$ cat src/rtl/gif_lzw_encoder_top_macros.svh
// Assertion macros used by the encoder's top level
`ifndef GIF_LZW_ENCODER_TOP_MACROS_SVH
`define GIF_LZW_ENCODER_TOP_MACROS_SVH

// condition must hold at every clock edge out of reset
`define GLE_ASSERT_ALWAYS(name, cond, msg) \
	name: assert property (@(posedge clk) disable iff (!arst_n) (cond)) else $error(msg);

// antecedent at one edge implies consequent at the next
`define GLE_ASSERT_NEXT(name, pre, post, msg) \
	name: assert property (@(posedge clk) disable iff (!arst_n) (pre) |=> (post)) else $error(msg);

`endif

$ cat src/rtl/gle_pkg.sv
// Types and constants of the GIF LZW encoder
`default_nettype none
package gle_pkg;

	localparam int TABLE_ENTRIES = 4097;
	localparam int ADDR_W = 13;
	localparam int SYM_W = 8;
	localparam logic [ADDR_W-1:0] NO_ENTRY = 13'h1FFF;
	localparam logic [ADDR_W-1:0] ENTRY_LIMIT = 13'd4097;
	localparam logic [ADDR_W-1:0] LAST_ENTRY = 13'd4096;
	localparam logic [3:0] MAX_CODE_WIDTH = 4'd12;
	localparam logic [3:0] CFG_RESET = 4'd8;

	typedef struct packed {
		logic [7:0] pixel_index;
		logic       last_pixel;
	} pix_in_t;

	typedef struct packed {
		logic [7:0] code_byte;
		logic       sub_block_end;
		logic       stream_end;
	} byte_out_t;

	// one classified pixel between front and back
	typedef struct packed {
		logic [7:0] pix;
		logic       last;
		logic       first;
		logic [3:0] bits;
	} work_t;

	// one code request to the packer
	typedef struct packed {
		logic [ADDR_W-1:0] code;
		logic [3:0]        width;
		logic              final_code;
	} code_req_t;

endpackage
`default_nettype wire

$ cat src/rtl/gle_front.sv
// Front end: configuration register, image start detection, pixel masking
`default_nettype none
module gle_front (
	input  wire logic            clk,
	input  wire logic            arst_n,
	input  wire logic            cfg_we,
	input  wire logic [3:0]      cfg_wdata,
	input  wire logic            in_valid,
	output logic                 in_ready,
	input  wire gle_pkg::pix_in_t in_data,
	output logic                 push_valid,
	input  wire logic            push_ready,
	output gle_pkg::work_t       push_data
);
	import gle_pkg::*;

	logic [3:0] cfg_q;
	logic [3:0] bits_q;
	logic       started_q;
	logic [3:0] cfg_bits;
	logic [3:0] use_bits;
	logic [7:0] mask;
	logic       accept;

	// out-of-range sizes clamp to 1..8
	always_comb begin
		if (cfg_q < 4'd1) begin
			cfg_bits = 4'd1;
		end else if (cfg_q > 4'd8) begin
			cfg_bits = 4'd8;
		end else begin
			cfg_bits = cfg_q;
		end
		use_bits = started_q ? bits_q : cfg_bits;
		mask = 8'((9'd1 << use_bits) - 9'd1);
	end

	assign in_ready = push_ready;
	assign push_valid = in_valid;
	assign accept = in_valid && push_ready;

	always_comb begin
		push_data.pix = in_data.pixel_index & mask;
		push_data.last = in_data.last_pixel;
		push_data.first = !started_q;
		push_data.bits = use_bits;
	end

	always_ff @(posedge clk or negedge arst_n) begin
		if (!arst_n) begin
			cfg_q <= CFG_RESET;
			bits_q <= CFG_RESET;
			started_q <= 1'b0;
		end else begin
			if (cfg_we) begin
				cfg_q <= cfg_wdata;
			end
			if (accept) begin
				started_q <= !in_data.last_pixel;
				if (!started_q) begin
					bits_q <= cfg_bits;
				end
			end
		end
	end
endmodule
`default_nettype wire

$ cat config.mk
export PLATFORM = sky130hd
export DESIGN_NAME = gle_front
export DESIGN_NICKNAME = d
export VERILOG_FILES = /design/src/rtl/gif_lzw_encoder_top_macros.svh /design/src/rtl/gle_pkg.sv /design/src/rtl/gle_front.sv
export SDC_FILE = /design/constraint.sdc
export NUM_CORES = 1
export LEC_CHECK = 0
export ABC_AREA = 1
export BUFFER_PORTS_ARGS = -buffer_cell sky130_fd_sc_hd__buf_2
export CORE_UTILIZATION = 43
export CTS_CLUSTER_SIZE = 30
export DETAILED_ROUTE_END_ITERATION = 8
export MAX_ROUTING_LAYER = met4
export PLACE_DENSITY_LB_ADDON = 0.3
export SLEW_MARGIN = 20
export SYNTH_ARGS = -nofsm -noshare
export SYNTH_HDL_FRONTEND = slang
export SYNTH_SLANG_ARGS = --single-unit
$ cat constraint.sdc
create_clock -name clk -period 2.3 [get_ports clk]
set_clock_uncertainty 0.2 [all_clocks]
set_input_delay 0.115 -clock clk [delete_from_list [all_inputs] [get_ports clk]]
set_output_delay 0.115 -clock clk [all_outputs]
set_load 0.05 [all_outputs]
; ---- After elaboration in Yosys (flattened, before gate mapping)
; Index checks and enable logic that the tools add are counted.
[classes]
n_addsub = 1
order_cmp = 2
n_shift = 1
muxes = 3
bitwise_logic = 1
reduce_logical = 3
[op_table]
columns = operator, count
row1 = $mux W4, 3
row2 = $and A8 B8 Y8, 1
row3 = $shl A1 B4 Y8 const A, 1
row4 = $sub A8 B1 Y8 const B, 1
row5 = $gt A4 B4 Y1 const B, 1
row6 = $lt A4 B1 Y1 const B, 1
row7 = $logic_not A1 Y1, 2
row8 = $logic_and A1 B1 Y1, 1
[totals]
register_bits = 9
inputBits = 18
output_inout_bits = 16
word_cells = 14

; ---- Logic depth before layout (Yosys ltp)
[depth]
depth_word = 7
mapped_depth = 12
depth_no_buf = 12

; ---- Worst setup path after synthesis
; Ideal clock, no wire load.
[synth_timing]
path_type = reg-to-output
start = register started_q
end = output push_data[8] (netlist name)
t_arrival_ns = 2.407
t_required_ns = 1.985
setup_slack_ns = -0.422
stages_incl_launch_ff = 12
n_path_buf = 0
cell_sequence = dfrtp_1 inv_2 nand2_4 nand2_1 inv_1 nand2_2 inv_1 nand3_1 ha_1 inv_1 nor2_1 nor2_1
[synth_rtl]
columns = item, line_no
row1 = from (decl), gle_front.sv:19  ; logic started_q;
row2 = from (signal assigned), gle_front.sv:59  ; started_q <= !in_data.last_pixel;
row3 = to (decl), gle_front.sv:13  ; output gle_pkg::work_t push_data

==> summary.md <==
| Metric | Value |
|---|---|
| Wire length per cell | 14.4 µm |
| Vias in the first global route | 619 |
| PortBufs | 33 |
| Fin crit share | 99.6% |
| H-tree Lvls | 1 |
| Longest Clk Path Bufs | 2 |
| Worst min-delay path class | in2async |
| Combinational power share | 64.9% |
| Worst-path fanout max | 6 |
| Slew @ Worst Pin | 0.278 ns |
| Initial Utilization | 48.4% |
| Clock Latency Late Sink | 0.26 ns |
| Hold_ws | 0.0319 ns |
| Top cells by count, synth | nand2_1, inv_1, nor2_1 |
| Register area share after synthesis | 34.5% |
| Kind of critical path | reg2out |
| Clock power frac | 13.0% |
| Worst r2r dst | cfg_q[3] |
| Yosys reg bits | 9 |
| Antenna Nets Post-Route | 0 |
| Diode count | 0 |
| Num ports | 34 |
| Achievable frequency | 436 MHz |
| LEAKAGE | 0.608 nW |
| CP Capture Type | primary output |
| Vias | 830 |
| P_sw | 449 µW |
| Final WS setup | 0.00860 ns |
| Antenna violations before repair | 0 |
| Relative slew slack | 81.4% |
| Outcome | completed |
| WL final | 2340 µm |
| FF-to-FF path depth | 3 |
| Pre-CTS WS | 0.169 ns |
| Unrepaired setup endpoints after global routing | yes |
| Clock root cell | clkbuf_4 |
| Area Growth Syn to Fin | 79.0% |
| Synth Cell Area | 661 µm² |
| R2R Setup Slk | 0.67 ns |
| Global-route wire length before repair | 2730 µm |
| Top cells by area, synth | dfrtp_1, nand2_1, dfstp_2 |
| Most numerous cell in the Yosys netlist | nand2_1 |
| Netlist cell types | 18 |
| Pin count of the biggest net entering global routing | 11 |
| Final Util | 86.5% |
| Chip Width | 41.2 µm |
| CTS tree | done |
| Reg power frac | 22.1% |
| Fin. Hold Viols | 0 |
| Syn Area/Cell | 6.95 µm² |
| Multi-input logic area | 457 µm² |
| Vias per inst | 5.09 |
| Power Internal | 466 µW |
| HPWL after detailed placement | 1210 µm |
| Max-cap check violation count | 0 |
| Fin nets | 168 |
| Setup Viol. Count Final | 0 |
| Synth Flop Type | dfrtp_1 |
| Synthesized Nets | 114 |
| Max-slew violations | 0 |
| Crit path required time | 1.99 ns |
| Die area | 1700 µm² |
| Sw Ratio | 49.1% |
| Power Dens Cells | 774 nW/µm² |
| CTS sink cnt | 9 |
| CTS buffer count | 3 |
| Crit start category | flip-flop |
| CP arrival | 1.98 ns |
| FF-to-FF Start | cfg_q[3] |
| Reg area | 229 µm² |
| Top-area cell type share of the netlist area | 26.5% |
| Total congestion overflow | 0 |
| Gr usage total | 25.9% |
| Core ar. | 1370 µm² |
| Final GP Congestion | 0.825 |
| Synth Warn # | 0 |
| Tmin final | 2.29 ns |
| Drt drc | 0 |
| First-iteration detailed-routing DRC count | 16 |
| FP Rows | 13 |
| Largest area contributor in the netlist | dfrtp_1 |
| Synth Instances | 95 |
| VDD IR max | 544 µV |
| Async SR Flop Fraction | 100% |
| DRT Pass-1 Iters | 4 |
| CTS clock-pin slew for the worst setup and hold paths | 0.06 ns |
| Die Ht | 41.2 µm |
| Layout cells sized above 1 | 52.0% |
| Number of flops mapped to enable cells by yosys | 0 |
| Fillers | 80 |
[power groups by stage]
stage                     sequential (mW)  clock, mW  combinational, mW
final                               0.202      0.119              0.594
after global routing                0.205      0.135              0.629
after CTS                           0.199      0.122              0.479
after detailed placement            0.202          0              0.441
after global placement              0.201          0              0.431
after floorplan                     0.198          0              0.357
[layer usage]
metal | part of all wire (%) | wire length [µm] | track usage (%)
met4 | 4.9 | 115 | 5.65
met3 | 6.4 | 149 | 8.15
met1 | 39 | 921 | 31.6
met5 | 0 | 0 | -
met2 | 49 | 1160 | 41.8
[flip-flops by register name, summed over array words and instances (netlist names)]
register	count
started_q	1
bits_q	4
cfg_q	4
[cells by family after synthesis]
| logic type | share of synthesized area, % |
|---|---|
| buf+inv | 12.1 |
| fa+ha+maj | 1.89 |
| flops | 34.5 |
| compound gates | 7.95 |
| simple gates | 43.6 |
[worst max-delay path by stage]
stage	start	endpoint	slack, ns	depth (start not counted)
final	cfg_q[3]	push_data[12]	0.009	11
after global routing	cfg_q[3]	push_data[12]	-0.07	12
after CTS	cfg_q[3]	push_data[12]	0.03	12
after detailed placement	started_q	push_data[12]	0.17	13
after global placement	started_q	push_data[8]	0.28	10
after floorplan	started_q	push_data[12]	-0.02	12
[cell type report]
| cell class | count | share of cell area, % |
|---|---|---|
| Tap cell | 15 | 1.59 |
| Multi-Input combinational cell | 68 | 38.6 |
| Timing Repair Buffer | 52 | 32.6 |
| Inverter | 15 | 5.61 |
| Sequential cell | 9 | 19.4 |
| Clock buffer | 4 | 2.22 |
[per-stage QoR]
| stage | instance area [µm²] | power, mW | setup TNS [ns] | std cells |
|---|---|---|---|---|
| floorplan | 714 | 0.555 | -0.0219 | 95 |
| global placement | 876 | 0.633 | 0 | 140 |
| detailed placement | 876 | 0.643 | 0 | 140 |
| CTS | 1060 | 0.800 | 0 | 158 |
| global route | 1180 | 0.968 | -0.198 | 163 |
| finish | 1180 | 0.915 | 0 | 163 |
[worst max-delay path, stage by stage, from the launching register on]
cell	delay (ns)
dfstp_2	0.59
nand2_8	0.09
nand2_4	0.12
nor2_4	0.07
buf_12	0.12
nand3_4	0.07
ha_4	0.17
nand3_4	0.09
nand2_2	0.07
nand2_2	0.07
nor2_4	0.10
buf_8	0.15
[placed cells by master, fill, tap and decap left out, types with 3 or more instances in the layout]
cell           instances
buf_2                 30
buf_4                  4
buf_8                  3
clkbuf_4               3
dfrtp_1                6
dlygate4sd3_1         14
inv_1                 11
nand2_1               20
nand2_2               11
nand2_4                4
nand3_1                3
nor2_1                 5
nor2_2                 3
nor2_4                 5
o21ai_0                9
[repair_timing]
item,4_1_cts,5_1_grt
pin swaps,0,5
hold endpoints to repair,14,0
setup endpoints to repair,3,4
hold buffers,14,0
buffers inserted,0,5
cloned,0,0
resized for setup,6,19
Note: power is estimated with default switching activity, not from simulation.
