### config.mk
export PLATFORM = sky130hd
export DESIGN_NAME = gle_pack
export DESIGN_NICKNAME = d
export VERILOG_FILES = /design/src/rtl/gif_lzw_encoder_top_macros.svh /design/src/rtl/gle_pkg.sv /design/src/rtl/gle_pack.sv
export SDC_FILE = /design/constraint.sdc
export NUM_CORES = 1
export LEC_CHECK = 0
export BUFFER_PORTS_ARGS = -buffer_cell sky130_fd_sc_hd__buf_2
export CAP_MARGIN = 20
export CORE_UTILIZATION = 45
export CTS_BUF_LIST = sky130_fd_sc_hd__clkbuf_4 sky130_fd_sc_hd__clkbuf_8 sky130_fd_sc_hd__clkbuf_16
export CTS_CLUSTER_SIZE = 30
export DETAILED_ROUTE_END_ITERATION = 8
export PLACE_DENSITY_LB_ADDON = 0.2
export SLEW_MARGIN = 20
export SYNTH_ARGS = -nofsm -noshare
export SYNTH_HDL_FRONTEND = slang
export SYNTH_SLANG_ARGS = --single-unit
### constraint.sdc
create_clock -name clk -period 3.36 [get_ports clk]
set_input_delay 0.672 -clock clk [delete_from_list [all_inputs] [get_ports clk]]
set_output_delay 0.672 -clock clk [all_outputs]
set_load 0.02 [all_outputs]
### src/rtl/gif_lzw_encoder_top_macros.svh
// Assertion macros used by the encoder's top level
`ifndef GIF_LZW_ENCODER_TOP_MACROS_SVH
`define GIF_LZW_ENCODER_TOP_MACROS_SVH

// condition must hold at every clock edge out of reset
`define GLE_ASSERT_ALWAYS(name, cond, msg) \
	name: assert property (@(posedge clk) disable iff (!arst_n) (cond)) else $error(msg);

// antecedent at one edge implies consequent at the next
`define GLE_ASSERT_NEXT(name, pre, post, msg) \
	name: assert property (@(posedge clk) disable iff (!arst_n) (pre) |=> (post)) else $error(msg);

`endif

### src/rtl/gle_pkg.sv
// Types and constants of the GIF LZW encoder
`default_nettype none
package gle_pkg;

	localparam int TABLE_ENTRIES = 4097;
	localparam int ADDR_W = 13;
	localparam int SYM_W = 8;
	localparam logic [ADDR_W-1:0] NO_ENTRY = 13'h1FFF;
	localparam logic [ADDR_W-1:0] ENTRY_LIMIT = 13'd4097;
	localparam logic [ADDR_W-1:0] LAST_ENTRY = 13'd4096;
	localparam logic [3:0] MAX_CODE_WIDTH = 4'd12;
	localparam logic [3:0] CFG_RESET = 4'd8;

	typedef struct packed {
		logic [7:0] pixel_index;
		logic       last_pixel;
	} pix_in_t;

	typedef struct packed {
		logic [7:0] code_byte;
		logic       sub_block_end;
		logic       stream_end;
	} byte_out_t;

	// one classified pixel between front and back
	typedef struct packed {
		logic [7:0] pix;
		logic       last;
		logic       first;
		logic [3:0] bits;
	} work_t;

	// one code request to the packer
	typedef struct packed {
		logic [ADDR_W-1:0] code;
		logic [3:0]        width;
		logic              final_code;
	} code_req_t;

endpackage
`default_nettype wire

### src/rtl/gle_pack.sv
// Code packer: LSB-first bit packing, sub-block count, final flush
`default_nettype none
module gle_pack #(
	parameter int SUB_BLOCK_BYTES = 255
) (
	input  wire logic               clk,
	input  wire logic               arst_n,
	input  wire logic               code_valid,
	output logic                    code_ready,
	input  wire gle_pkg::code_req_t code,
	output logic                    out_valid,
	input  wire logic               out_ready,
	output gle_pkg::byte_out_t      out_data
);
	import gle_pkg::*;

	logic [23:0]       buf_q;
	logic [4:0]        cnt_q;
	logic              fin_q;
	logic [7:0]        blk_q;
	logic              ovalid_q;
	byte_out_t         out_q;

	logic [ADDR_W-1:0] masked;
	logic              emit;
	logic              slot_free;
	logic [7:0]        blk_nxt;
	logic              blk_end;
	logic              last_byte;

	assign code_ready = !fin_q && (cnt_q < 5'd8);
	assign masked = code.code & ((ADDR_W'(1) << code.width) - ADDR_W'(1));
	assign slot_free = !ovalid_q || out_ready;
	// during the flush a partial byte goes out zero padded
	assign emit = slot_free && ((cnt_q >= 5'd8) || (fin_q && cnt_q != '0));
	assign blk_nxt = blk_q + 8'd1;
	assign blk_end = blk_nxt >= 8'(SUB_BLOCK_BYTES);
	assign last_byte = fin_q && (cnt_q <= 5'd8);
	assign out_valid = ovalid_q;
	assign out_data = out_q;

	always_ff @(posedge clk) begin
		if (emit) begin
			out_q.code_byte <= buf_q[7:0];
			out_q.sub_block_end <= blk_end;
			out_q.stream_end <= last_byte;
		end
	end

	always_ff @(posedge clk or negedge arst_n) begin
		if (!arst_n) begin
			buf_q <= '0;
			cnt_q <= '0;
			fin_q <= 1'b0;
			blk_q <= '0;
			ovalid_q <= 1'b0;
		end else begin
			if (code_valid && code_ready) begin
				buf_q <= buf_q | (24'(masked) << cnt_q);
				cnt_q <= cnt_q + 5'(code.width);
				fin_q <= code.final_code;
			end else if (emit) begin
				if (last_byte) begin
					buf_q <= '0;
					cnt_q <= '0;
					fin_q <= 1'b0;
					blk_q <= '0;
				end else begin
					buf_q <= buf_q >> 8;
					cnt_q <= cnt_q - 5'd8;
					blk_q <= blk_end ? 8'd0 : blk_nxt;
				end
			end
			if (emit) begin
				ovalid_q <= 1'b1;
			end else if (out_ready) begin
				ovalid_q <= 1'b0;
			end
		end
	end
endmodule
`default_nettype wire

Word level (Yosys, flattened, before mapping)
Index checks and enable logic that the tools add are counted.

Register bits after elaboration: 49. Bits of input ports: 22. Output and inout port bits: 12. Logic and storage cells: 49.

Add/subtract/negate cells: 4. Order comparisons: 4. Shift-type cells: 2. Multiplexer cells: 13. Bitwise operators: 3. Reductions and logical operators: 15.

Operator list (number): 2-to-1 mux 24 bit (2); OR 24 bit (1); left shift 13 x 5 -> 24 bit (1); 2-to-1 mux 16 bit (1); 2-to-1 mux 8 bit (2); 2-to-1 mux 5 bit (3); AND 13 bit (1); left shift 1 x 4 -> 13 bit, first input constant (1); subtractor 13 x 1 -> 13 bit, second input constant (1); adder 8 x 1 -> 8 bit, second input constant (1); greater-or-equal comparator 8 bit, second input constant (1); nonzero test 2 bit (3); adder 5 x 4 -> 5 bit (1); greater-or-equal comparator 5 x 4 -> 1 bit, second input constant (1); less-or-equal comparator 5 x 4 -> 1 bit, second input constant (1); logical AND 1 bit (5); < comparator 5 x 4 -> 1 bit, second input constant (1); 2-to-1 mux 1 bit (5); nonzero test 5 bit (1); subtractor 5 x 4 -> 5 bit, second input constant (1); AND reduction 2 bit (2); zero test 1 bit (2); logical OR 1 bit (2); inverter 1 bit (1).

Depth between registers and ports, before layout
Depth after elaboration: 6. Gate-level depth with buffers: 13. Mapped depth without buffers: 9.

Least setup slack after synthesis
OpenSTA, ideal clock, no wires.

Path kind: input-to-reg. From: input code[4] (netlist bit). To: register buf_q[21]. Setup time: 0.091 ns. Arrival: 3.007 ns. Setup slack: 0.262 ns. Cell stages on the path: 8. Buffers on the path: 1. Cells stage by stage: or4_1 ha_1 buf_2 or3_1 a211o_1 o211a_1 mux4_2 o221ai_1.

Longest elaborated chain between the ends: 6.

RTL lines: start: declaration (RTL line gle_pack.sv:10) `input wire gle_pkg::code_req_t code,`; left shift 1 x 4 -> 13 bit (RTL line gle_pack.sv:32) `assign masked = code.code & ((ADDR_W'(1) << code.width) - ADDR_W'(1));`; subtractor 13 x 1 -> 13 bit (RTL line gle_pack.sv:32); AND 13 bit (RTL line gle_pack.sv:32); left shift 13 x 5 -> 24 bit (RTL line gle_pack.sv:59) `buf_q <= buf_q | (24'(masked) << cnt_q);`; OR 24 bit (RTL line gle_pack.sv:59); 2-to-1 mux 24 bit (RTL line gle_pack.sv:58) `if (code_valid && code_ready) begin`; end signal: assignment (RTL line gle_pack.sv:59); end signal: assignment (RTL line gle_pack.sv:69) `buf_q <= buf_q >> 8;`; end: declaration (RTL line gle_pack.sv:17) `logic [23:0] buf_q;`.

No other way between the ends. A chain may end at the register's enable or synchronous reset.

Worst setup path after layout
From: input code[4] (netlist bit). To: register buf_q[19].

Same word-level chain as after synthesis.

==> reports/qor.csv <==
metric,value,unit
required,3590,ps
synthCells,401,
grt_pass1_wl,16500,µm
setup_viol,0,
start_util,0.476,
cts_sinks,49,
final_common_cell,nand2_1,
htreeDepth,2,
synthTopCellsByArea,"dfrtp_1 (28%), edfxtp_1 (8.5%), o21ai_0 (4.7%)",
final_max_slew_viol_count,0,
grt_usage,0.250,
dieArea,8230,µm²
die_h,90.7,µm
dp.final_hpwl,7090,µm
antenna_found_initial,0,
numCtsBuffers,5,
cts_setup_buffers,0,
ys.flop_type,dfrtp_1,
period_share,0.921,
ctsHoldBuffers,0,
io_pins,34,
cts_resized,0,
critical_path.startpoint_type,primary input,
status,"complete, no violations",
rsz0062_at_grt,no,
hold_path.class,reg -> reg,
stdcell_count,537,
path_buf_inv,2,
synth_top_area_frac,0.275,
root_buffer,clkbuf_8,
worstSetupPathType,in -> reg,
synth-edff-count,10,
worstPathCellList,buf_2 -> or4_1 -> ha_1 -> buf_4 -> nand4bb_1 -> and2_1 -> o32ai_1 -> a31oi_1 -> or3_1 -> o211ai_1,
clk_pin_slew,100,ps
synth_area,3540,µm²
worstSetupEndpointType,register,
clock.fmax,323,MHz
viasPerCell,6.25,
area_delta_synth_final,12.5,%
skew,3.34,ps
p_per_area,839,nW/µm²
cts_tree,done,
core_area,7450,µm²
syn_nets,432,
ys_types,74,
drcViolationCount,0,
ys_seq_elements,49,
initialDrtViolationCount,210,
tightest_slew,887,ps
syn_avg_cell_area,8.84,µm²
rows,31,
grt_pass1_vias,3201,
die_w,90.7,µm
peakVddDrop,0.262,mV
ys_async_sr_fraction,0.796,
antennaDiodeCount,0,
ys.warnings.count,0,
power.total,3.35,mW
cap_violations,0,
overflow,0,
synth_top_area_cell,dfrtp_1,
drtAntennaViolNets,0,
slowest_delay,550,ps
whs,459,ps
routabilityCongestion,0.934,
drt_wl_total,9670,µm
clk_latency,310,ps
place_inst,529,
p_leak,1.70,nW
post-route-min-period,3090,ps
hold_violations,0,
ys_seq_area_frac,0.360,
fin_setup_tns,0,ps
worst_path_max_delay_cell,or4_1,
grt_max_degree,40,
worst-endpoint-arrival,3330,ps
wl_per_cell,18.0,µm
port_buffers,33,
drt-pass1-iter-count,5,
clk_path_buf_depth,2,
path_delay_family,simple AND/OR/NAND/NOR gates,
relSlewSlack,0.408,
nFillCells,720,
critPathMaxFanout,9,
drive_above_1_share,0.185,
vias,3355,
nets,468,
layout_common_cells,"nand2_1 (43), dfrtp_1 (39), o21ai_0 (33), buf_2 (33), nor2_1 (24)",
layer usage:
| layer | wire length (µm) | GRT usage |
|---|---|---|
| met5 | 0 | 0 |
| met4 | 216 | 0.0887 |
| met3 | 619 | 0.0429 |
| met2 | 4420 | 0.387 |
| met1 | 4410 | 0.349 |
final timing paths:
check	start	endpoint	slack [ps]	depth (start not counted)
max reg2reg	cnt_q[4]	cnt_q[3]	690	9
min	buf_q[7]	out_data[9]	460	0
max	code[4]	buf_q[19]	270	10
min in group asynchronous	arst_n	out_valid	480	1
min reg2reg	buf_q[7]	out_data[9]	460	0
max in group asynchronous	arst_n	buf_q[4]	2330	1
synthesized netlist by cell type (all sizes together) (9+ instances only):
cell type  number
a21o            9
a21oi          18
a22oi          10
and3            9
buf            12
clkbuf         14
dfrtp          39
edfxtp         10
inv            13
nand2          43
nand3          12
nor2           24
nor3            9
o21ai          33
worst reg2reg max path: stages, from the launching register on:
cell and delay (ps):
dfrtp_1 510, inv_1 190, ha_1 330, a21boi_0 390
a21o_1 310, inv_2 60, buf_4 210, nor2_1 220
nor3_1 70, a221o_1 260
final cells by class:
cell class / instances / area (µm²) / share of cell area
Multi-Input combinational cell: 312 / 2100 / 0.526
Sequential cell: 49 / 1280 / 0.320
Timing Repair Buffer: 55 / 343 / 0.0860
Tap cell: 99 / 124 / 0.0311
Clock buffer: 5 / 68.8 / 0.0173
Inverter: 14 / 52.6 / 0.0132
Clock inverter: 3 / 25.0 / 0.00628
per-stage QoR:
step | util | cell area, µm² | worst slack [ps]
2_1_floorplan | - | 3540 | 262
3_3_place_gp | 0.523 | 3890 | 26.0
3_5_place_dp | 0.523 | 3890 | -22.3
4_1_cts | 0.535 | 3990 | 298
5_1_grt | 0.535 | 3990 | 71.1
6_report | 0.535 | 3990 | 267
registers in the layout, summed over array words and instances, names as in the netlist:
register	count
fin_q	1
out_valid	1
buf_q	24
blk_q	8
out_data	10
cnt_q	5
power by group:
part | total [mW] | internal (mW) | leakage (nW) | switching (mW)
logic | 1.97 | 0.743 | 1.03 | 1.23
clock network | 0.364 | 0.151 | 0.0447 | 0.213
registers | 1.01 | 0.842 | 0.621 | 0.170
total | 3.35 | 1.74 | 1.70 | 1.61
cells by family (layout without fill, tap and decap cells):
kind of cell,Yosys count,count (layout),share of synthesized area
flops,49,49,0.360
mux,12,12,0.0417
xor+xnor,7,7,0.0173
fa+ha+maj,9,9,0.0339
buf+inv,40,77,0.0477
compound gates,143,143,0.291
simple gates,141,141,0.208
Power figures use the tool's default switching activity.
