**config.mk**
```make
export PLATFORM = sky130hd
export DESIGN_NAME = gle_queue
export DESIGN_NICKNAME = d
export VERILOG_FILES = /design/src/rtl/gif_lzw_encoder_top_macros.svh /design/src/rtl/gle_pkg.sv /design/src/rtl/gle_queue.sv
export SDC_FILE = /design/constraint.sdc
export NUM_CORES = 1
export LEC_CHECK = 0
export BUFFER_PORTS_ARGS = -buffer_cell sky130_fd_sc_hd__buf_2
export CAP_MARGIN = 20
export CORE_MARGIN = 10
export CORE_UTILIZATION = 50
export CTS_BUF_LIST = sky130_fd_sc_hd__clkbuf_16
export DETAILED_ROUTE_END_ITERATION = 8
export GPL_TIMING_DRIVEN = 0
export PLACE_DENSITY = 0.77
export REMOVE_ABC_BUFFERS = 1
export SETUP_SLACK_MARGIN = 0.3
export SYNTH_ARGS = -nofsm -noshare
export SYNTH_HDL_FRONTEND = slang
export SYNTH_SLANG_ARGS = --single-unit
```
**constraint.sdc**
```tcl
create_clock -name clk -period 2.2 [get_ports clk]
set_input_delay 0.33 -clock clk [delete_from_list [all_inputs] [get_ports clk]]
set_output_delay 0.33 -clock clk [all_outputs]
set_load 0.01 [all_outputs]
```
**src/rtl/gif_lzw_encoder_top_macros.svh**
```systemverilog
// Assertion macros used by the encoder's top level
`ifndef GIF_LZW_ENCODER_TOP_MACROS_SVH
`define GIF_LZW_ENCODER_TOP_MACROS_SVH

// condition must hold at every clock edge out of reset
`define GLE_ASSERT_ALWAYS(name, cond, msg) \
	name: assert property (@(posedge clk) disable iff (!arst_n) (cond)) else $error(msg);

// antecedent at one edge implies consequent at the next
`define GLE_ASSERT_NEXT(name, pre, post, msg) \
	name: assert property (@(posedge clk) disable iff (!arst_n) (pre) |=> (post)) else $error(msg);

`endif

```
**src/rtl/gle_pkg.sv**
```systemverilog
// Types and constants of the GIF LZW encoder
`default_nettype none
package gle_pkg;

	localparam int TABLE_ENTRIES = 4097;
	localparam int ADDR_W = 13;
	localparam int SYM_W = 8;
	localparam logic [ADDR_W-1:0] NO_ENTRY = 13'h1FFF;
	localparam logic [ADDR_W-1:0] ENTRY_LIMIT = 13'd4097;
	localparam logic [ADDR_W-1:0] LAST_ENTRY = 13'd4096;
	localparam logic [3:0] MAX_CODE_WIDTH = 4'd12;
	localparam logic [3:0] CFG_RESET = 4'd8;

	typedef struct packed {
		logic [7:0] pixel_index;
		logic       last_pixel;
	} pix_in_t;

	typedef struct packed {
		logic [7:0] code_byte;
		logic       sub_block_end;
		logic       stream_end;
	} byte_out_t;

	// one classified pixel between front and back
	typedef struct packed {
		logic [7:0] pix;
		logic       last;
		logic       first;
		logic [3:0] bits;
	} work_t;

	// one code request to the packer
	typedef struct packed {
		logic [ADDR_W-1:0] code;
		logic [3:0]        width;
		logic              final_code;
	} code_req_t;

endpackage
`default_nettype wire

```
**src/rtl/gle_queue.sv**
```systemverilog
// Short request queue between front and back
`default_nettype none
module gle_queue #(
	parameter int DEPTH = 2
) (
	input  wire logic                       clk,
	input  wire logic                       arst_n,
	input  wire logic                       push_valid,
	output logic                            push_ready,
	input  wire gle_pkg::work_t             push_data,
	output logic                            pop_valid,
	input  wire logic                       pop_ready,
	output gle_pkg::work_t                  pop_data,
	output logic [$clog2(DEPTH+1)-1:0]      count
);
	import gle_pkg::*;

	localparam int PW = (DEPTH > 1) ? $clog2(DEPTH) : 1;
	localparam int CW = $clog2(DEPTH+1);

	work_t          slot_q [DEPTH];
	logic [PW-1:0]  wr_q;
	logic [PW-1:0]  rd_q;
	logic [CW-1:0]  cnt_q;
	logic           push;
	logic           pop;

	assign push_ready = cnt_q != CW'(DEPTH);
	assign pop_valid = cnt_q != '0;
	assign pop_data = slot_q[rd_q];
	assign count = cnt_q;
	assign push = push_valid && push_ready;
	assign pop = pop_valid && pop_ready;

	always_ff @(posedge clk) begin
		if (push) begin
			slot_q[wr_q] <= push_data;
		end
	end

	always_ff @(posedge clk or negedge arst_n) begin
		if (!arst_n) begin
			wr_q <= '0;
			rd_q <= '0;
			cnt_q <= '0;
		end else begin
			if (push) begin
				wr_q <= (wr_q == PW'(DEPTH-1)) ? '0 : wr_q + 1'b1;
			end
			if (pop) begin
				rd_q <= (rd_q == PW'(DEPTH-1)) ? '0 : rd_q + 1'b1;
			end
			if (push && !pop) begin
				cnt_q <= cnt_q + 1'b1;
			end else if (pop && !push) begin
				cnt_q <= cnt_q - 1'b1;
			end
		end
	end
endmodule
`default_nettype wire

```
* Word level (Yosys, flattened, before mapping)
Memories as Yosys holds them, arrays and structs flattened.
Cells that the tools add are included.
** Word-level totals
- Register bits after elaboration :: 4
- RAM bits :: 28
- Output and inout bits :: 18
- Word-level logic and storage cells :: 23
- Memories kept :: 1
** Operators by class
- $add $sub $neg :: 4
- Eq/ne operators :: 1
- Mux-type cells :: 6
- Reduce and logical (&&, ||, !) cells :: 8
** Memory list
- slot_q :: depth 2, bits a word 14, read ports 1, clocked after memory_dff 0, write ports 1, line gle_queue.sv:21 : work_t slot_q [DEPTH];
** Operators by type and width (count)
- logical AND 1 bit :: 4
- 2-to-1 mux 1 bit :: 4
- 2-to-1 mux 2 bit :: 2
- nonzero test 2 bit :: 2
- adder 1 bit, second input constant :: 2
- adder 2 x 1 -> 2 bit, second input constant :: 1
- zero test 1 bit :: 2
- inequality test 2 bit, second input constant :: 1
- subtractor 2 x 1 -> 2 bit, second input constant :: 1

* Logic depth before layout (Yosys ltp)
Gate-level depths: netlist of the first run.
- Word-level depth :: 6
- Depth in mapped cells :: 7

* Least setup slack after synthesis of the first run
No wires, ideal clock.
- Path kind :: register to register
- From :: register cnt_q[0], in the netlist count[0]
- To :: memory slot_q[0][0] (netlist bit) (enable)
- Library setup time :: 0.384 ns
- Data arrival time :: 1.351 ns
- Setup slack :: 0.465 ns
- Cell stages (with the launch flop) :: 4
- Path buffers :: 0
- Path through :: dfrtp_1 -> nand2b_4 -> nand2_1 -> nor2_1
** On the way
- Longest elaborated chain between the ends :: 4
** RTL lines
- start, declared :: line gle_queue.sv:24 : logic [CW-1:0] cnt_q;
- start signal, assigned :: line gle_queue.sv:54 : cnt_q <= cnt_q + 1'b1;
- start signal, assigned :: line gle_queue.sv:56 : cnt_q <= cnt_q - 1'b1;
- inequality test 2 bit :: line gle_queue.sv:28 : assign push_ready = cnt_q != CW'(DEPTH);
- named net push_ready :: line gle_queue.sv:9 : output logic push_ready,
- logical AND 1 bit :: line gle_queue.sv:32 : assign push = push_valid && push_ready;
- 2-to-1 mux 1 bit :: line gle_queue.sv:36 : if (push) begin
- 2-to-1 mux 1 bit (not written as such) :: line gle_queue.sv:37 : slot_q[wr_q] <= push_data;
- end, declared :: line gle_queue.sv:21
The timed path passes the listed nets, and every way through them passes these cells.

==> flow_summary.json, run 1 <==
{
  "status": "completed",
  "drc": 0,
  "yosysMostFrequentCell": "edfxtp_1",
  "syn2layout_area_growth_pct": 26.9,
  "cap_violations": 0,
  "num_rows": 18,
  "crit_path_max_fanout": 15,
  "rsz0062_at_grt": "false",
  "power.share.switching_pct": 28.3,
  "power.total_mw": 2.27,
  "hp-start": "push_data[8]",
  "place.gp.congestion": 0.626,
  "reg2reg_from": "count[0]$_DFFE_PN0P_",
  "postRouteWirelength_um": 2150,
  "dr.pass1.iters": 4,
  "p_comb_share_pct": 29.8,
  "fin_crit_sh_pct": 80.2,
  "min_path_type": "input port to flop",
  "cp-start-kind": "flop",
  "first_global_vias": 741,
  "h-tree-depth": 2,
  "grt_max_degree": 16,
  "tritoncts": "yes",
  "dieArea_mm2": 0.00496,
  "slew_violations": 0,
  "yosys_warnings": 0,
  "synth_cell_type_count": 16,
  "cellPowerDensity_mw_per_mm2": 1410,
  "wire_per_inst_um": 15.9,
  "worst_pin_slew_ns": 0.658,
  "p_seq_share_pct": 43.1,
  "ys_ff_latch": 32,
  "clock_path_buffers": 2,
  "min_period_ns": 1.76,
  "endpoint_kind": "output port",
  "worstSetupPathType": "flop to output port",
  "worstRegToRegCells": 4,
  "synthTopCellsByCount": "28 x edfxtp_1, 9 x mux2_4, 5 x mux2_2",
  "worstSkewPairLatency_ns": 0.27,
  "path_clk_slew_ns": 0.05,
  "power_leakage_nw": 0.680,
  "arrival_ns": 1.43,
  "yosysSeqAreaShare_pct": 74.1,
  "regToRegSetupSlack_ns": 0.54,
  "coreArea_mm2": 0.00245,
  "whs_path_depth": 1,
  "cp.required_ns": 1.87,
  "root_buffer": "clkbuf_16",
  "io_buffer_count": 35,
  "synth_top_area_share_pct": 66.2,
  "netlist_instances": 62,
  "fmax_ghz": 0.567,
  "synthArstFlopShare_pct": 12.5,
  "netlist.top_cell.by_area": "edfxtp_1",
  "synth.area.top_cells": "edfxtp_1 66%, mux2_4 11%, dfrtp_1 7.9%",
  "ios": 36,
  "p_sw_mw": 0.643,
  "grt_overflow": 0,
  "p_int_mw": 1.63,
  "floorplan.initialDensity_pct": 51.7,
  "ir_worst_vdd_v": 0.000928,
  "timing.setup.tns_ns": 0,
  "p_clk_share_pct": 27.1,
  "grt_pass1_wl_um": 3460,
  "r2r_end": "slot_q[0][4]$_DFFE_PP_",
  "drt_iter0_markers": 16,
  "synth_edf_count": 28,
  "die_w_um": 70.4,
  "via_per_inst": 4.98,
  "finalSetupViolCount": 0,
  "cts_sinks": 32,
  "finalHoldViolations": 0,
  "hold_path_end": "slot_q[0][8]$_DFFE_PP_",
  "fin_skew_ns": 0.00457,
  "grt_usage_pct": 9.33,
  "syn-cell-area_mm2": 0.00127,
  "relSlewSlack_pct": 56.1,
  "fin_nets": 123,
  "avgSynthCellArea_um2": 20.5,
  "dp_hpwl_um": 1600,
  "die_h_um": 70.4,
  "numCtsBuffers": 5,
  "synthFlopType": "edfxtp_1",
  "num_antenna_cells": 0,
  "drive_gt1_share_pct": 57.1,
  "drt.antenna.violating_nets": 0,
  "antenna_found_initial": 0,
  "dr_total_vias": 672
}
per-stage QoR:
stage          hold WS [ns]  cell area [µm²]  instances  setup slack [ns]  utilization [%]
6_report              0.251             1610        135             0.436             65.6
5_1_grt               0.244             1610        135             0.342             65.6
4_1_cts               0.244             1610        135             0.412             65.6
3_5_place_dp          0.142             1460        126             0.452             59.6
3_3_place_gp          0.140             1450        125             0.201             59.1
2_1_floorplan        0.0344             1240         60             0.465                -
worst max-delay path by stage:
stage | startpoint | to | slack, ns | cells after the start
floorplan | count[0]$_DFFE_PN0P_ | slot_q[0][0]$_DFFE_PP_ | 0.47 | 3
global placement | count[0]$_DFFE_PN0P_ | slot_q[0][11]$_DFFE_PP_ | 0.20 | 3
detailed placement | rd_q$_DFFE_PN0P_ | pop_data[0] | 0.45 | 2
CTS | rd_q$_DFFE_PN0P_ | pop_data[0] | 0.41 | 2
global route | rd_q$_DFFE_PN0P_ | pop_data[0] | 0.34 | 2
finish | rd_q$_DFFE_PN0P_ | pop_data[0] | 0.44 | 2
flip-flops by register name, indices dropped and copies added, names as in the netlist:
signal / cells
wr_q: 1
count: 2
slot_q: 28
rd_q: 1
per-layer routing:
layer | wire, µm | GRT usage [%] | part of all wire (%) | vias up
met5 | 0 | 0 | 0 | -
met4 | 17 | 5.26 | 0.79 | 0
met3 | 165 | 5.51 | 7.7 | 2
met2 | 1140 | 14.6 | 53 | 24
met1 | 824 | 9.47 | 38 | 330
li1 | - | - | - | 316
power groups by stage:
stage / combinational [mW] / sequential, mW / clock [mW]
after floorplan: 0.450 / 0.966 / 0
after global placement: 0.667 / 0.981 / 0
after detailed placement: 0.697 / 0.993 / 0
after CTS: 0.695 / 0.984 / 0.637
after global routing: 0.737 / 1.01 / 0.665
final: 0.676 / 0.980 / 0.616
repair_timing:
item,4_1_cts,5_1_grt
gates resized for setup,1,0
setup endpoints to repair,14,0
hold buffers,1,0
hold endpoints to repair,4,0
setup buffers,0,0
layout by cell type (no fill, tap or decap):
cell and instances:
buf_2 35, clkbuf_16 5, nand2_1 1, dlygate4sd3_1 1, dfrtp_2 1, buf_6 1, edfxtp_1 28, xnor2_1 3
inv_1 3, and3_1 1, clkinv_2 1, ha_1 1, nor2_1 2, xor2_1 2, or2_4 1, mux2_4 9
nand2b_4 1, dfrtp_1 3, mux2_2 5, nand2_2 1
cell families after synthesis:
kind of cell / after synthesis / share of synthesized area (%)
xor+xnor: 5 / 3.45
fa+ha+maj: 1 / 0.985
buf+inv: 3 / 2.76
flops: 32 / 74.1
mux: 14 / 15.1
simple gates: 7 / 3.65
area by class of cell:
cell class                 instances  area [µm²]
tap                               30        37.5
inverter                           1        3.75
timing repair buffer              37         196
multi-input combinational         27         294
fill                             182         843
sequential                        32         942
clock inverter                     3        12.5
clock buffer                       5         125
worst max-delay path, stage by stage, from the launching register on:
cell and delay, ns:
dfrtp_2 0.63, mux2_2 0.40, buf_2 0.14
Power figures use the tool's default switching activity.
==> inputs of run 2 (changes only) <==
- CORE_UTILIZATION: 50 -> 45
- PLACE_DENSITY: 0.77 -> 0.73
- clock period: 2.2 -> 1.5 ns (I/O delays scaled with it)
==> run 2 against run 1 <==
Against the previous run:
- the run now ends with setup timing left
- via count increased by 8.6%
- non-clock buffer count increased by 14
- largest cell class unchanged
- largest power group is now combinational logic
- total power increased by 84%
- core utilization increased by 4.9 points
- cell area increased by 20%
- sequential power increased by 40%
==> flow_summary.json, run 2 (synthesis gave the netlist of run 1 again) <==
{
  "io_buffer_count": 35,
  "worst_pin_slew_ns": 0.203,
  "drc": 0,
  "tritoncts": "yes",
  "fin_skew_ns": 0.00470,
  "num_rows": 19,
  "clock_path_buffers": 2,
  "via_per_inst": 4.87,
  "stdcell_count": 150,
  "fin_crit_sh_pct": 104,
  "fin_ws_ns": -0.0592,
  "ir_worst_vdd_v": 0.00154,
  "dp_hpwl_um": 1620,
  "path_clk_slew_ns": 0.05,
  "postRouteWirelength_um": 2660,
  "dr_total_vias": 730,
  "num_antenna_cells": 0,
  "grt_pass1_wl_um": 4040,
  "dieArea_mm2": 0.00535,
  "place.gp.congestion": 0.710,
  "first_global_vias": 813,
  "grt_overflow": 0,
  "crit_path_max_fanout": 7,
  "regMostFlops": "slot_q",
  "cp.required_ns": 1.27,
  "die_h_um": 73.1,
  "relSlewSlack_pct": 86.5,
  "failed_checks": "setup timing",
  "min_path_type": "input port to flop",
  "final.fill_count": 180,
  "numCtsBuffers": 5,
  "drt_iter0_markers": 38,
  "endpoint_kind": "output port",
  "dp_cells": 127,
  "cellPowerDensity_mw_per_mm2": 2160,
  "floorplan.initialDensity_pct": 46.5,
  "finalSetupViolCount": 14,
  "fin_nets": 138,
  "antenna_found_initial": 0,
  "die_w_um": 73.1,
  "layout_common_cells": "28 x edfxtp_1, 25 x buf_6, 18 x buf_2",
  "drive_gt1_share_pct": 71.4,
  "largest_reg_flops": 28,
  "min_period_ns": 1.56,
  "ios": 36,
  "arrival_ns": 1.33,
  "grt_usage_pct": 9.94,
  "power_leakage_nw": 0.804,
  "finalHoldViolations": 0,
  "cap_violations": 0,
  "grt_max_degree": 10,
  "slew_violations": 0,
  "root_buffer": "clkbuf_16",
  "layout_commonest_cell": "edfxtp_1",
  "status": "finished with violations",
  "drt.antenna.violating_nets": 0,
  "coreArea_mm2": 0.00273,
  "pre_cts_ws_ns": -0.253,
  "dr.pass1.iters": 3,
  "cts_sinks": 32,
  "fmax_ghz": 0.641,
  "worstSetupPathType": "flop to output port",
  "worstSkewPairLatency_ns": 0.26,
  "h-tree-depth": 2,
  "wire_per_inst_um": 17.8,
  "rsz0062_at_grt": "true",
  "cp-start-kind": "flop",
  "syn2layout_area_growth_pct": 51.8
}
==> run 2: layout make-up <==
class                           count  area, µm²  area share (%)
Multi-Input combinational cell     28        360            18.7
Timing Repair Buffer               51        442            22.9
Sequential cell                    32        947            49.1
Clock inverter                      2       8.76           0.454
Tap cell                           31       38.8            2.01
Clock buffer                        5        125            6.49
Inverter                            1       6.26           0.324
==> run 2: worst paths after layout <==
| check | depth (start not counted) | end | startpoint | slack, ns |
|---|---|---|---|---|
| worst max-delay path | 3 | pop_data[9] | rd_q$_DFFE_PN0P_ | -0.06 |
| worst min-delay path | 1 | slot_q[0][8]$_DFFE_PP_ | push_data[8] | 0.15 |
| worst max register to register | 6 | count[1]$_DFFE_PN0P_ | count[0]$_DFFE_PN0P_ | 0.11 |
| worst min register to register | 1 | wr_q$_DFFE_PN0P_ | wr_q$_DFFE_PN0P_ | 0.58 |
| max in group asynchronous | 2 | count[1]$_DFFE_PN0P_ | arst_n | 1.06 |
| min in group asynchronous | 2 | count[0]$_DFFE_PN0P_ | arst_n | 0.30 |
==> run 2: worst max-delay path, cell delays in order, from the launching register on <==
cell	delay [ns]
dfrtp_4	0.50
buf_8	0.15
mux2_4	0.30
buf_6	0.12
==> run 2: stage by stage <==
stage | total power, mW | cell area, µm² | util (%) | TNS [ns] | hold slack, ns
6_report | 4.17 | 1930 | 70.5 | -0.612 | 0.148
2_1_floorplan | 2.08 | 1240 | - | -3.29 | -0.0706
3_3_place_gp | 2.42 | 1450 | 53.1 | -9.72 | 0.0337
3_5_place_dp | 2.49 | 1460 | 53.5 | -5.91 | 0.0393
5_1_grt | 4.37 | 1930 | 70.5 | -1.10 | 0.144
4_1_cts | 4.10 | 1900 | 69.4 | -0.619 | 0.143
==> run 2: what timing repair did <==
item,4_1_cts,5_1_grt
endpoints found under the setup margin,46,47
hold buffers,1,0
resized for setup,43,3
gates cloned,2,0
pin swaps,5,2
endpoints found under the hold margin,4,0
setup buffers,11,2
==> run 2: layer usage <==
layer,global-route usage (%),share of wire [%]
met1,11.1,40
met2,16.3,51
met3,4.22,7.8
met4,3.80,0.68
met5,0,0
==> run 2: report_power, final <==
group / internal (mW) / switching [mW] / total (mW)
combinational: 1.15 / 0.748 / 1.90
clock: 0.593 / 0.311 / 0.904
sequential: 1.25 / 0.120 / 1.37
